`src/rtl/tccw_pkg.sv`:
```
// ----------------------------------------------------------------------------
// tccw_pkg
// Shared constants, types and helpers for the text console cursor writer.
// ----------------------------------------------------------------------------
package tccw_pkg;

    localparam int COLUMNS   = 80;
    localparam int ROWS      = 25;
    localparam int TAB_WIDTH = 4;

    localparam int COL_W  = 7;
    localparam int ROW_W  = 5;
    localparam int ADDR_W = 11;
    localparam int CELL_W = 16;
    localparam int CHAR_W = 8;

    // column plus tab gets a spare carry bit, row plus one likewise
    localparam int COLX_W = COL_W + 1;
    localparam int ROWX_W = ROW_W + 1;
    localparam int IDX_W  = 13;

    localparam logic [ROW_W-1:0] FIRST_TEXT_ROW = ROW_W'(1);
    localparam logic [COL_W-1:0] FIRST_COLUMN   = '0;

    localparam logic [CHAR_W-1:0] CODE_BACKSPACE = 8'h08;
    localparam logic [CHAR_W-1:0] CODE_TAB       = 8'h09;
    localparam logic [CHAR_W-1:0] CODE_NEWLINE   = 8'h0A;
    localparam logic [CHAR_W-1:0] CODE_RETURN    = 8'h0D;
    localparam logic [CHAR_W-1:0] CODE_SPACE     = 8'h20;

    // configuration port
    localparam int PADDR_W = 3;
    localparam int PDATA_W = 32;
    localparam logic REG_TEXT_COLOR = 1'b0;
    localparam logic [7:0] TEXT_COLOR_RESET = 8'h07;

    typedef struct packed {
        logic                  write_enable;
        logic [ADDR_W-1:0]     write_address;
        logic [CELL_W-1:0]     write_cell;
        logic [COL_W-1:0]      cursor_column;
        logic [ROW_W-1:0]      cursor_row;
        logic [ADDR_W-1:0]     cursor_index;
    } result_t;

    function automatic logic [ADDR_W-1:0] cell_index(
        input logic [COL_W-1:0] col,
        input logic [ROW_W-1:0] row
    );
        logic [IDX_W-1:0] idx;
        idx = IDX_W'(row) * IDX_W'(COLUMNS) + IDX_W'(col);
        return idx[ADDR_W-1:0];
    endfunction

endpackage

```
`src/rtl/text_console_cursor_writer_core.sv`:
```
// ----------------------------------------------------------------------------
// text_console_cursor_writer_core
// Cursor tracking console writer for a text-mode screen buffer.
// ----------------------------------------------------------------------------
// One character code enters per input beat (in_valid / in_stall). Each beat
// gives exactly one output beat (out_valid / out_stall) carrying the screen
// cell write, if any, and the cursor position after the character.
// A beat is taken at a clock edge where valid is high and stall is low.
// From input beat to output beat there is one input register,
// then the decode and cursor update feed the result register. Throughput is
// one character per cycle while the receiver does not stall; the cursor
// column and row registers close a loop through the decode logic.
// When the receiver stalls, the result register holds its beat and the input
// register can still take one more character; in_stall rises only once both
// are full.
// Reset (rst_n low, asynchronous) empties both registers, puts the cursor at
// column 0 of row 1 and sets text_color to 7. text_color is written over the
// APB port with paddr[2] low and should only change while the block is idle.
// ----------------------------------------------------------------------------
module text_console_cursor_writer_core
    import tccw_pkg::*;
(
    input  logic               clk,
    input  logic               rst_n,
    input  logic               psel,
    input  logic               penable,
    input  logic               pwrite,
    input  logic [PADDR_W-1:0] paddr,
    input  logic [PDATA_W-1:0] pwdata,
    output logic [PDATA_W-1:0] prdata,
    output logic               pready,
    input  logic               in_valid,
    output logic               in_stall,
    input  logic [CHAR_W-1:0]  char_code,
    output logic               out_valid,
    input  logic               out_stall,
    output logic               write_enable,
    output logic [ADDR_W-1:0]  write_address,
    output logic [CELL_W-1:0]  write_cell,
    output logic [COL_W-1:0]   cursor_column,
    output logic [ROW_W-1:0]   cursor_row,
    output logic [ADDR_W-1:0]  cursor_index
);

    logic [7:0]        text_color;
    logic              in_valid_reg;
    logic [CHAR_W-1:0] char_reg;
    logic              out_valid_reg;
    result_t           result_reg;
    result_t           result_next;
    logic [COL_W-1:0]  col_reg;
    logic [ROW_W-1:0]  row_reg;
    logic              advance;

    tccw_cfg u_cfg (
        .clk        (clk),
        .rst_n      (rst_n),
        .psel       (psel),
        .penable    (penable),
        .pwrite     (pwrite),
        .paddr      (paddr),
        .pwdata     (pwdata),
        .prdata     (prdata),
        .pready     (pready),
        .text_color (text_color)
    );

    tccw_cursor u_cursor (
        .char_code  (char_reg),
        .col        (col_reg),
        .row        (row_reg),
        .text_color (text_color),
        .result     (result_next)
    );

    assign advance  = in_valid_reg && (!out_valid_reg || !out_stall);
    assign in_stall = in_valid_reg && !advance;

    always_ff @(posedge clk or negedge rst_n)
    begin
        if (!rst_n)
        begin
            in_valid_reg <= 1'b0;
        end
        else if (!in_stall)
        begin
            in_valid_reg <= in_valid;
        end
    end

    always_ff @(posedge clk)
    begin
        if (in_valid && !in_stall)
        begin
            char_reg <= char_code;
        end
    end

    always_ff @(posedge clk or negedge rst_n)
    begin
        if (!rst_n)
        begin
            out_valid_reg <= 1'b0;
            col_reg       <= FIRST_COLUMN;
            row_reg       <= FIRST_TEXT_ROW;
        end
        else if (advance)
        begin
            out_valid_reg <= 1'b1;
            col_reg       <= result_next.cursor_column;
            row_reg       <= result_next.cursor_row;
        end
        else if (!out_stall)
        begin
            out_valid_reg <= 1'b0;
        end
    end

    always_ff @(posedge clk)
    begin
        if (advance)
        begin
            result_reg <= result_next;
        end
    end

    assign out_valid     = out_valid_reg;
    assign write_enable  = result_reg.write_enable;
    assign write_address = result_reg.write_address;
    assign write_cell    = result_reg.write_cell;
    assign cursor_column = result_reg.cursor_column;
    assign cursor_row    = result_reg.cursor_row;
    assign cursor_index  = result_reg.cursor_index;

    // cursor never enters the status bar or runs off the screen
    a_cursor_in_text_area: assert property (@(posedge clk) disable iff (!rst_n)
        (row_reg >= FIRST_TEXT_ROW) && (ROW_W'(ROWS) > row_reg || ROWS > 31)
        && (COL_W'(COLUMNS) > col_reg || COLUMNS > 127))
        else $error("cursor left the text area");

    // the beat on the output always reflects the cursor state it produced
    a_out_matches_state: assert property (@(posedge clk) disable iff (!rst_n)
        out_valid_reg |-> (result_reg.cursor_column == col_reg)
                          && (result_reg.cursor_row == row_reg))
        else $error("output cursor differs from cursor state");

    // a result with no write carries a clean address and cell
    a_no_write_zero: assert property (@(posedge clk) disable iff (!rst_n)
        (out_valid_reg && !result_reg.write_enable) |->
            (result_reg.write_address == '0) && (result_reg.write_cell == '0))
        else $error("idle write carries data");

    // cursor state only moves when a beat enters the result register
    a_state_moves_on_advance: assert property (@(posedge clk) disable iff (!rst_n)
        !advance |=> $stable(col_reg) && $stable(row_reg))
        else $error("cursor moved without a character");

endmodule

```
`src/rtl/tccw_cfg.sv`:
```
// ----------------------------------------------------------------------------
// tccw_cfg
// APB register file holding the text color attribute.
// ----------------------------------------------------------------------------
module tccw_cfg
    import tccw_pkg::*;
(
    input  logic               clk,
    input  logic               rst_n,
    input  logic               psel,
    input  logic               penable,
    input  logic               pwrite,
    input  logic [PADDR_W-1:0] paddr,
    input  logic [PDATA_W-1:0] pwdata,
    output logic [PDATA_W-1:0] prdata,
    output logic               pready,
    output logic [7:0]         text_color
);

    logic [7:0] text_color_reg;
    logic       wr_hit;

    assign pready = 1'b1;
    assign wr_hit = psel && penable && pwrite && (paddr[2] == REG_TEXT_COLOR);

    always_ff @(posedge clk or negedge rst_n)
    begin
        if (!rst_n)
        begin
            text_color_reg <= TEXT_COLOR_RESET;
        end
        else if (wr_hit)
        begin
            text_color_reg <= pwdata[7:0];
        end
    end

    always_comb
    begin
        if (paddr[2] == REG_TEXT_COLOR)
        begin
            prdata = PDATA_W'(text_color_reg);
        end
        else
        begin
            prdata = '0;
        end
    end

    assign text_color = text_color_reg;

endmodule

```
`src/rtl/tccw_cursor.sv`:
```
// ----------------------------------------------------------------------------
// tccw_cursor
// Decodes one character against the current cursor and forms the cell write
// and the next cursor position.
// ----------------------------------------------------------------------------
module tccw_cursor
    import tccw_pkg::*;
(
    input  logic [CHAR_W-1:0] char_code,
    input  logic [COL_W-1:0]  col,
    input  logic [ROW_W-1:0]  row,
    input  logic [7:0]        text_color,
    output result_t           result
);

    logic [COLX_W-1:0] col_w;
    logic [ROWX_W-1:0] row_w;
    logic [COL_W-1:0]  col_n;
    logic [ROW_W-1:0]  row_n;

    always_comb
    begin
        col_w = COLX_W'(col);
        row_w = ROWX_W'(row);
        result.write_enable  = 1'b0;
        result.write_address = '0;
        result.write_cell    = '0;

        unique case (char_code)
            CODE_NEWLINE:
            begin
                col_w = '0;
                row_w = row_w + ROWX_W'(1);
            end
            CODE_RETURN:
            begin
                col_w = '0;
            end
            CODE_BACKSPACE:
            begin
                if (col != '0)
                begin
                    col_w = COLX_W'(col - COL_W'(1));
                    result.write_enable  = 1'b1;
                    result.write_address = cell_index(col - COL_W'(1), row);
                    result.write_cell    = {text_color, CODE_SPACE};
                end
            end
            CODE_TAB:
            begin
                col_w = col_w + COLX_W'(TAB_WIDTH);
            end
            default:
            begin
                result.write_enable  = 1'b1;
                result.write_address = cell_index(col, row);
                result.write_cell    = {text_color, char_code};
                col_w = col_w + COLX_W'(1);
            end
        endcase

        // wrap at the right edge, overflow is dropped
        if (col_w >= COLX_W'(COLUMNS))
        begin
            col_w = '0;
            row_w = row_w + ROWX_W'(1);
        end
        // row 0 is the status bar, so wrap back to the first text row
        if (row_w >= ROWX_W'(ROWS))
        begin
            row_w = ROWX_W'(FIRST_TEXT_ROW);
        end

        col_n = col_w[COL_W-1:0];
        row_n = row_w[ROW_W-1:0];
        result.cursor_column = col_n;
        result.cursor_row    = row_n;
        result.cursor_index  = cell_index(col_n, row_n);
    end

endmodule
```
`config.mk`:
```
export PLATFORM = sky130hd
export DESIGN_NAME = text_console_cursor_writer_core
export DESIGN_NICKNAME = d
export VERILOG_FILES = /design/src/rtl/tccw_pkg.sv /design/src/rtl/text_console_cursor_writer_core.sv /design/src/rtl/tccw_cfg.sv /design/src/rtl/tccw_cursor.sv
export SDC_FILE = /design/constraint.sdc
export NUM_CORES = 1
export LEC_CHECK = 0
export BUFFER_PORTS_ARGS = -buffer_cell sky130_fd_sc_hd__buf_2
export CORE_MARGIN = 2
export CORE_UTILIZATION = 50
export CTS_BUF_LIST = sky130_fd_sc_hd__clkbuf_4
export CTS_CLUSTER_DIAMETER = 120
export CTS_CLUSTER_SIZE = 28
export DETAILED_ROUTE_END_ITERATION = 16
export GPL_TIMING_DRIVEN = 0
export PLACE_DENSITY = 0.77
export SYNTH_ARGS = -nofsm -noshare
export SYNTH_HDL_FRONTEND = slang
export SYNTH_SLANG_ARGS = --single-unit
```
`constraint.sdc`:
```
create_clock -name clk -period 11.8 [get_ports clk]
set_clock_uncertainty 0.05 [all_clocks]
set_input_delay 2.36 -clock clk [delete_from_list [all_inputs] [get_ports clk]]
set_output_delay 2.36 -clock clk [all_outputs]
set_load 0.02 [all_outputs]
```
# After elaboration in Yosys (flattened, before gate mapping)
# Index checks and enable logic that the tools add are counted.
# Widths: inputs -> output; s select.
[word_totals]
latch_bits = 0
out_inout_bits = 86
input_bits = 50
reg_bits = 81
mem_count = 0
ramBits = 0
mem_bits_ro = 0
[classes]
n_reduce_logical = 14
n_lt_le_gt_ge = 2
eq_ne = 5
n_addsub = 9
n_div = 0
mux = 11
n_shift = 0
mul = 2
bitwise_logic = 1
[ops]
columns = ["operator", "n"]
rows = [
  ["$pmux 28 s2", 1],
  ["$add 11x7->11", 3],
  ["$eq 8x4->1 const B", 4],
  ["$mux 28", 1],
  ["$pmux 8 s3", 1],
  ["$mux 8", 2],
  ["$mul 5x3->7 const B", 2],
  ["$mux 6", 2],
  ["$add 7x1->8 const B", 1],
  ["$add 7x3->8 const B", 1],
  ["$ge 8x7->1 const B", 1],
  ["$sub 7x1->8 const B", 1],
  ["$mux 7", 1],
  ["$reduce_bool 7->1", 1],
  ["$sub 7x1->7 const B", 1],
  ["$add 5x1->6 const B", 1],
  ["$add 6x1->6 const B", 1],
  ["$ge 6x5->1 const B", 1],
  ["$logic_and 1x1->1", 6],
  ["$mux 5", 1],
  ["$logic_not 1->1", 4],
  ["$reduce_or 3->1", 1],
  ["$mux 1", 2],
  ["$ne 2x1->1 const B", 1],
  ["3 further kinds", 3],
]

# Logic depth before layout (Yosys ltp)
# Gate-level depths: netlist (run 1).
[logic_depth]
ltp_word = 9
ltp_mapped = 23

# Hierarchy
# Synthesis (run 1) repeated with hierarchy kept, for this count alone.
[unflattened]
cells_unflattened = 447
area_unflattened_um2 = 5053.6
[modules_own_cells]
columns = ["mod", "cells_each", "instances", "area_per_inst_um2", "seq_area_each_um2"]
rows = [
  ["text_console_cursor_writer_core", 92, 1, 2361.0, 2123.3],
  ["tccw_cursor", 303, 1, 2109.5, 0.0],
  ["tccw_cfg", 52, 1, 583.1, 203.9],
]

# Least setup slack after synthesis (run 1)
# Ideal clock, no wire load.
[synth_path]
path_kind = "register to register"
from = "register char_reg[5]"
to = "register result_reg (netlist bit cursor_index[10]) (data pin)"
setup_time_ps = 262
synth_period_minus_slack_ps = 5317
stages_incl_launch_ff = 23
arrival_ps = 5005
slack_ps = 6483
n_path_buf = 0
path_cell_list = "edfxtp_1 nor4_4 nand2_1 mux2_2 ha_1 or4bb_1 nor4_1 a41oi_1 nand3_1 nand3_1 a211oi_1 or2_1 nor2_1 ha_1 ha_1 fa_1 nand2_1 o21bai_1 a21o_1 a32o_1 a21oi_1 o21ai_0 xnor2_1"
[synth_rtl]
columns = ["element", "line_no", "rtl"]
rows = [
  ["start, declared", "text_console_cursor_writer_core.sv:47", "logic [CHAR_W-1:0] char_reg;"],
  ["start signal, assigned", "text_console_cursor_writer_core.sv:95", "char_reg <= char_code;"],
  ["end signal, assigned", "text_console_cursor_writer_core.sv:123", "result_reg <= result_next;"],
  ["end, declared", "text_console_cursor_writer_core.sv:49", "result_t result_reg;"],
]

==> results of run 1 <==
-- metrics by stage --
step           worst slack (ns)  power [W]
2_1_floorplan              6.48   0.000567
3_3_place_gp               5.90   0.000626
3_5_place_dp               5.81   0.000636
4_1_cts                    5.81   0.000822
5_1_grt                    5.28   0.000867
6_report                   5.74   0.000820
-- cell families after synthesis --
group           after synthesis  share of synthesized area, %
xor+xnor                     23                          4.11
fa+ha+maj                    33                          9.20
flops                        77                          45.1
other cells                   2                         0.153
simple gates                138                          15.9
compound gates               93                          13.9
mux                          16                          3.78
buf+inv                      71                          7.89
-- area by class of cell --
type / instances / area, um2
timing repair buffer: 85 / 440
multi-input combinational: 328 / 2390
clock inverter: 7 / 98.8
clock buffer: 9 / 67.6
inverter: 26 / 97.6
sequential: 77 / 2210
buffer: 45 / 289
tap: 133 / 166
fill: 848 / 3880
-- synth_stat cells, types with 3 or more instances --
library cell / instances / area share [%]
sky130_fd_sc_hd__a21o_1: 7 / 1.1
sky130_fd_sc_hd__a21oi_1: 15 / 1.5
sky130_fd_sc_hd__a21oi_2: 3 / 0.54
sky130_fd_sc_hd__a22o_1: 3 / 0.54
sky130_fd_sc_hd__a31oi_1: 4 / 0.51
sky130_fd_sc_hd__and2_1: 5 / 0.64
sky130_fd_sc_hd__buf_2: 3 / 0.31
sky130_fd_sc_hd__buf_4: 29 / 4.4
sky130_fd_sc_hd__clkbuf_1: 10 / 0.77
sky130_fd_sc_hd__dfrtp_1: 18 / 9.2
sky130_fd_sc_hd__dfstp_2: 4 / 2.1
sky130_fd_sc_hd__edfxtp_1: 55 / 34
sky130_fd_sc_hd__fa_1: 5 / 2.0
sky130_fd_sc_hd__ha_1: 28 / 7.2
sky130_fd_sc_hd__inv_1: 26 / 2.0
sky130_fd_sc_hd__mux2_2: 12 / 2.8
sky130_fd_sc_hd__nand2_1: 32 / 2.5
sky130_fd_sc_hd__nand2b_1: 7 / 0.89
sky130_fd_sc_hd__nand3_1: 12 / 1.2
sky130_fd_sc_hd__nand4b_1: 3 / 0.54
sky130_fd_sc_hd__nor2_1: 24 / 1.8
sky130_fd_sc_hd__nor2b_1: 22 / 2.8
sky130_fd_sc_hd__nor3_1: 7 / 0.72
sky130_fd_sc_hd__o21ai_0: 14 / 1.4
sky130_fd_sc_hd__o21ai_1: 5 / 0.51
sky130_fd_sc_hd__o22ai_1: 6 / 0.77
sky130_fd_sc_hd__o31ai_1: 12 / 1.8
sky130_fd_sc_hd__or4_1: 3 / 0.46
sky130_fd_sc_hd__xnor2_1: 17 / 3.0
sky130_fd_sc_hd__xor2_1: 6 / 1.1
-- metal layers --
layer	GRT usage (%)	vias to the layer above	routed length [um]
met5	0	-	0
met1	24.3	1771	4370
met4	6.17	0	197
met2	34.5	134	5180
met3	5.22	21	567
li1	-	1834	-
-- power breakdown --
group / total, W / switching [W] / internal (W) / leakage, nW
combinational: 0.000271 / 0.000166 / 0.000105 / 1.68
sequential: 0.000363 / 0.0000240 / 0.000339 / 0.807
clock: 0.000185 / 0.0000983 / 0.0000869 / 0.0865
total: 0.000820 / 0.000288 / 0.000532 / 2.57
-- final timing paths --
| path | startpoint | end | slack [ns] | cells past startpoint |
|---|---|---|---|---|
| max in group asynchronous | rst_n | row_reg[1] | 9.45 | 1 |
| max reg2reg | char_reg[5] | cursor_index[10] | 5.74 | 22 |
| max | char_reg[5] | cursor_index[10] | 5.74 | 22 |
| min reg2reg | in_valid_reg | out_valid | 0.47 | 1 |
| min | in_valid_reg | out_valid | 0.47 | 1 |
| min in group asynchronous | rst_n | row_reg[3] | 1.85 | 1 |
-- cell usage in the layout, fill, tap and decap left out, drive strengths merged, types with 6 or more instances in the layout --
cell,synthesis,routed
edfxtp,55,55
xnor2,17,17
o22ai,6,6
o21ai,20,20
nand3,12,12
nand2,32,32
xor2,6,6
buf,35,120
mux2,14,14
conb,2,25
clkbuf,10,19
nand2b,7,7
a21o,7,7
nor2b,22,22
dfrtp,18,18
nor3,8,8
ha,28,28
inv,26,27
a21oi,18,18
o31ai,13,13
nor2,27,27
-- worst reg2reg max path, cell delays in order, from the launching register on --
cell and delay [ns]:
sky130_fd_sc_hd__edfxtp_1 0.47, sky130_fd_sc_hd__nor4_4 0.51, sky130_fd_sc_hd__nand2_1 0.30, sky130_fd_sc_hd__mux2_2 0.32
sky130_fd_sc_hd__ha_1 0.26, sky130_fd_sc_hd__or4bb_1 0.52, sky130_fd_sc_hd__nor4_1 0.21, sky130_fd_sc_hd__a41oi_1 0.11
sky130_fd_sc_hd__nand3_1 0.19, sky130_fd_sc_hd__nand3_1 0.08, sky130_fd_sc_hd__a211oi_1 0.37, sky130_fd_sc_hd__or2_1 0.23
sky130_fd_sc_hd__nor2_1 0.11, sky130_fd_sc_hd__ha_1 0.32, sky130_fd_sc_hd__ha_1 0.23, sky130_fd_sc_hd__fa_1 0.52
sky130_fd_sc_hd__nand2_1 0.08, sky130_fd_sc_hd__o21bai_1 0.22, sky130_fd_sc_hd__a21o_1 0.18, sky130_fd_sc_hd__a32o_1 0.19
sky130_fd_sc_hd__a21oi_1 0.11, sky130_fd_sc_hd__o21ai_0 0.11, sky130_fd_sc_hd__xnor2_1 0.14
==> reports/metrics.yaml, run 1 <==
run_status:
  status: "finished clean"
global_route:
  grt_antenna_before_repair: 0
  via_count_of_the_first_global_routing_pass: 3457
  grt_first_pass_wirelength_um: 16300
  grt_max_degree: 31
  track_usage_pct: 19.9
  grt_remaining_overflow: 0
sta:
  period_share_pct: 51.4
  timing_hold_violations_final: 0
  final_max_slew_violation_count: 0
  setup_viol_count_final: 0
  fin_setup_tns_ns: 0
  hold_ws_ns: 0.466
  timing.slew.headroom_pct: 35.8
  max_clock_freq_mhz: 165
  rsz_0062_raised_after_global_routing: "false"
  slew_of_the_pin_with_the_lowest_slew_margin_ns: 0.956
  period_minus_slack_ns: 6.06
final_layout:
  final_cell_count_without_fillers: 710
  antenna-diode-count: 0
  largest_register_ffs: 16
  drive_gt1_share_pct: 29.3
  area.growth.synth_to_final_pct: 17.6
  utilization_pct: 59.7
  postLayoutCellArea_um2: 5760
  final_nets: 655
placement:
  placement.io_buffers: 84
  dpl-instance-area_um2: 5590
  placed_cells: 694
  place_hpwl_um: 7840
  place_congestion: 0.936
synthesis:
  seq_area_frac_synth_pct: 45.1
  synth.yosys.warnings: 0
  post_synth_edffs: 55
  ys_types: 73
  netlist_area_um2: 4900
  syn_avg_cell_area_um2: 10.8
  ys_seq_elements: 77
  postSynth.asyncResetShare_pct: 28.6
  synth-main-ff-cell: "sky130_fd_sc_hd__edfxtp_1"
  number_of_instances_in_the_synthesized_netlist: 453
floorplanning:
  fp.dieArea_um2: 10600
  std_cell_rows: 36
  ioPinCount: 136
  start_util_pct: 50.8
  dieWidth_um: 103
  coreArea_um2: 9640
  die_h_um: 103
worst_setup_path:
  criticalPathCategory: "reg2reg"
  cp_data_required_time_ns: 11.95
  crit_path_max_fanout: 8
  critical-path-max-stage-delay_ns: 0.52
  end_kind: "flop"
  worstSetupStartpointType: "flop"
  path_cells: "nor4_4 -> nand2_1 -> mux2_2 -> ha_1 -> or4bb_1 -> nor4_1 -> a41oi_1 -> nand3_1 -> nand3_1 -> a211oi_1 -> or2_1 -> nor2_1 -> ha_1 -> ha_1 -> fa_1 -> nand2_1 -> o21bai_1 -> a21o_1 -> a32o_1 -> a21oi_1 -> o21ai_0 -> xnor2_1"
  critical_path.n_buffers_inverters: 0
  critPathArrivalTime_ns: 6.21
  critPathMostFrequentCell: "sky130_fd_sc_hd__ha_1"
  top_family_by_delay_on_critical_path: "simple AND/OR/NAND/NOR gates"
  slowest_stage_cell_on_the_critical_path: "sky130_fd_sc_hd__or4bb_1"
routing:
  iteration_count_of_the_initial_detailed_routing_pass: 5
  dr_total_vias: 3760
  drc: 0
  post_drt_via_cell_ratio: 5.30
  drt_iter0_markers: 223
  antenna_left: 0
  detail_route.wl_per_cell_um: 14.5
  route.final.wire_length_um: 10300
pwr:
  leakage_power_summed_over_all_cells_nw: 2.57
  ir_worst_vdd_mv: 0.0659
  power_per_cell_area_nw_per_um2: 142
cts:
  cts_inserted_buffers: 9
  ctsRootBufferMaster: "sky130_fd_sc_hd__clkbuf_4"
  cts_setup_buffers: 0
  cts_resized: 0
  cts.sinks: 77
  clkSlewWorstSetupHoldPaths_ns: 0.13
  tritoncts_clock_tree: "yes"
  cts_buffer_depth: 2
  h-tree-depth: 3
  clk-insertion-delay-late_ns: 0.44
  cts.hold.buffers_added: 0
worst_hold_path:
  hp-class: "reg2reg"
job:
  cap_violations: 0
(Power assumes the default switching activity.)
==> inputs of run 2 (changes only) <==
==> constraint.sdc (replaced) <==
create_clock -name clk -period 5.6 [get_ports clk]
set_clock_uncertainty 0.05 [all_clocks]
set_input_delay 1.12 -clock clk [delete_from_list [all_inputs] [get_ports clk]]
set_output_delay 1.12 -clock clk [all_outputs]
set_load 0.02 [all_outputs]
==> run 2 against run 1 <==
  * Non-clock buffer count up 10
  * Global-route usage about the same
  * Critical endpoint unchanged
  * Design area grew 2.9%
  * Clock-buffer cell count unchanged
  * Worst setup slack worse by 5.4 ns
  * Critical path type unchanged
  * Final cell count rose by 1.4%
  * First-iteration DRC count up 11%
==> reports/metrics.yaml, run 2 (synthesis gave the netlist of run 1 again) <==
run_status:
  status: "finished clean"
worst_setup_path:
  crit_path_max_fanout: 5
  r2r_setup_slack_ns: 0.33
  criticalPathCategory: "reg2reg"
  critical-path-max-stage-delay_ns: 0.57
  critical_path.n_buffers_inverters: 1
  critPathArrivalTime_ns: 5.43
  top_family_by_delay_on_critical_path: "simple AND/OR/NAND/NOR gates"
  reg2reg_to: "cursor_index[10]"
  path_cells: "nor4_4 -> buf_4 -> nand3_1 -> nand2_2 -> ha_4 -> or4bb_1 -> nor4_2 -> a41oi_2 -> a21o_1 -> nand3_1 -> a211oi_2 -> or2_4 -> nand2b_4 -> ha_1 -> ha_2 -> fa_1 -> nand2_1 -> o21bai_4 -> a21o_1 -> a32o_1 -> a21oi_1 -> o21ai_1 -> xnor2_1"
  cp_num_cells: 23
  cp_data_required_time_ns: 5.76
  startpoint: "char_reg[5]"
  slowest_stage_cell_on_the_critical_path: "sky130_fd_sc_hd__fa_1"
  worstSetupStartpointType: "flop"
  setup.worst_path.end: "cursor_index[10]"
  end_kind: "flop"
  worstReg2RegStart: "char_reg[5]"
  reg2reg_depth: 23
pwr:
  clockPowerShare_pct: 22.7
  total_power_w: 0.00173
  p_comb_share_pct: 33.2
  p_switching_w: 0.000609
  ir_worst_vdd_mv: 0.141
  p_int_w: 0.00112
  switching_share_pct: 35.2
  p_seq_share_pct: 44.2
  leakage_power_summed_over_all_cells_nw: 2.61
  power_per_cell_area_nw_per_um2: 292
final_layout:
  final-seq-area_um2: 2210
  fillerInstances: 834
  multi_input_area_um2: 2480
  layout.cells.most_common: "sky130_fd_sc_hd__buf_2"
  drive_gt1_share_pct: 32.9
  largest_register_ffs: 16
  antenna-diode-count: 0
  final_nets: 665
  most-common-layout-cells: "87 x sky130_fd_sc_hd__buf_2, 55 x sky130_fd_sc_hd__edfxtp_1, 40 x sky130_fd_sc_hd__buf_4"
  area.growth.synth_to_final_pct: 21.0
  postLayoutCellArea_um2: 5920
  final_cell_count_without_fillers: 720
cts:
  cts_inserted_buffers: 9
  tritoncts_clock_tree: "yes"
  h-tree-depth: 3
  ctsRootBufferMaster: "sky130_fd_sc_hd__clkbuf_4"
  clk-insertion-delay-late_ns: 0.44
  cts_buffer_depth: 2
  clkSlewWorstSetupHoldPaths_ns: 0.14
  cts.sinks: 77
routing:
  detail_route.wl_per_cell_um: 14.7
  drt_iter0_markers: 248
  post_drt_via_cell_ratio: 5.28
  iteration_count_of_the_initial_detailed_routing_pass: 4
  antenna_left: 0
  dr_total_vias: 3798
  route.final.wire_length_um: 10600
  drc: 0
floorplanning:
  fp.dieArea_um2: 10600
  dieWidth_um: 103
  coreArea_um2: 9640
  std_cell_rows: 36
  die_h_um: 103
  start_util_pct: 50.8
  ioPinCount: 136
placement:
  placement.io_buffers: 84
  place_congestion: 0.936
  place_hpwl_um: 7840
  dpl-instance-area_um2: 5590
  pre_cts_slack_ns: -0.391
  placed_cells: 694
sta:
  slew_of_the_pin_with_the_lowest_slew_margin_ns: 0.956
  period_share_pct: 94.1
  finalWorstSetupSlack_ns: 0.330
  timing.slew.headroom_pct: 35.8
  timing_hold_violations_final: 0
  period_minus_slack_ns: 5.27
  setup_viol_count_final: 0
  final_max_slew_violation_count: 0
  max_clock_freq_mhz: 190
  rsz_0062_raised_after_global_routing: "false"
global_route:
  grt_remaining_overflow: 0
  track_usage_pct: 19.9
  grt_first_pass_wirelength_um: 16400
  grt_max_degree: 31
  via_count_of_the_first_global_routing_pass: 3487
  grt_antenna_before_repair: 0
job:
  cap_violations: 0
worst_hold_path:
  hp-class: "reg2reg"
-- run 2: worst min path at each step --
stage / from / endpoint / slack, ns / cells past startpoint
floorplan: in_valid_reg / out_valid / 0.41 / 1
global placement: in_valid_reg / out_valid / 0.43 / 1
detailed placement: in_valid_reg / out_valid / 0.45 / 1
CTS: in_valid_reg / out_valid / 0.47 / 1
global route: in_valid_reg / out_valid / 0.50 / 1
finish: in_valid_reg / out_valid / 0.46 / 1
-- run 2: timing repair --
item	in CTS	in global routing
setup endpoints to repair	1	1
resized for setup	3	15
pin swaps	1	11
hold buffers	0	0
buffers inserted	3	8
-- run 2: per-stage QoR --
step                utilization, %  TNS, ns  hold WS (ns)
finish                        61.4        0         0.464
global route                  61.4        0         0.497
detailed placement            58.0   -0.391         0.451
global placement              57.8   -0.300         0.426
CTS                           60.0        0         0.474
floorplan                        -        0         0.407
-- run 2: power by group through the flow --
stage | combinational, W | clock, W | sequential, W
detailed placement | 0.000563 | 0 | 0.000778
floorplan | 0.000368 | 0 | 0.000826
CTS | 0.000572 | 0.000398 | 0.000764
global placement | 0.000543 | 0 | 0.000776
global route | 0.000630 | 0.000421 | 0.000775
finish | 0.000574 | 0.000392 | 0.000764
-- run 2: cell type report --
class,instances,area share [%]
Multi-Input combinational cell,328,41.8
Sequential cell,77,37.3
Timing Repair Buffer,96,8.83
Buffer,44,4.82
Tap cell,133,2.81
Clock inverter,7,1.67
Inverter,26,1.65
Clock buffer,9,1.14
-- run 2: metal layers --
metal	vias to the layer above	wire [um]	global-route usage, %
li1	1856	-	-
met1	1808	4330	24.5
met2	120	5480	35.1
met3	14	605	3.46
met4	0	168	7.29
met5	-	0	0
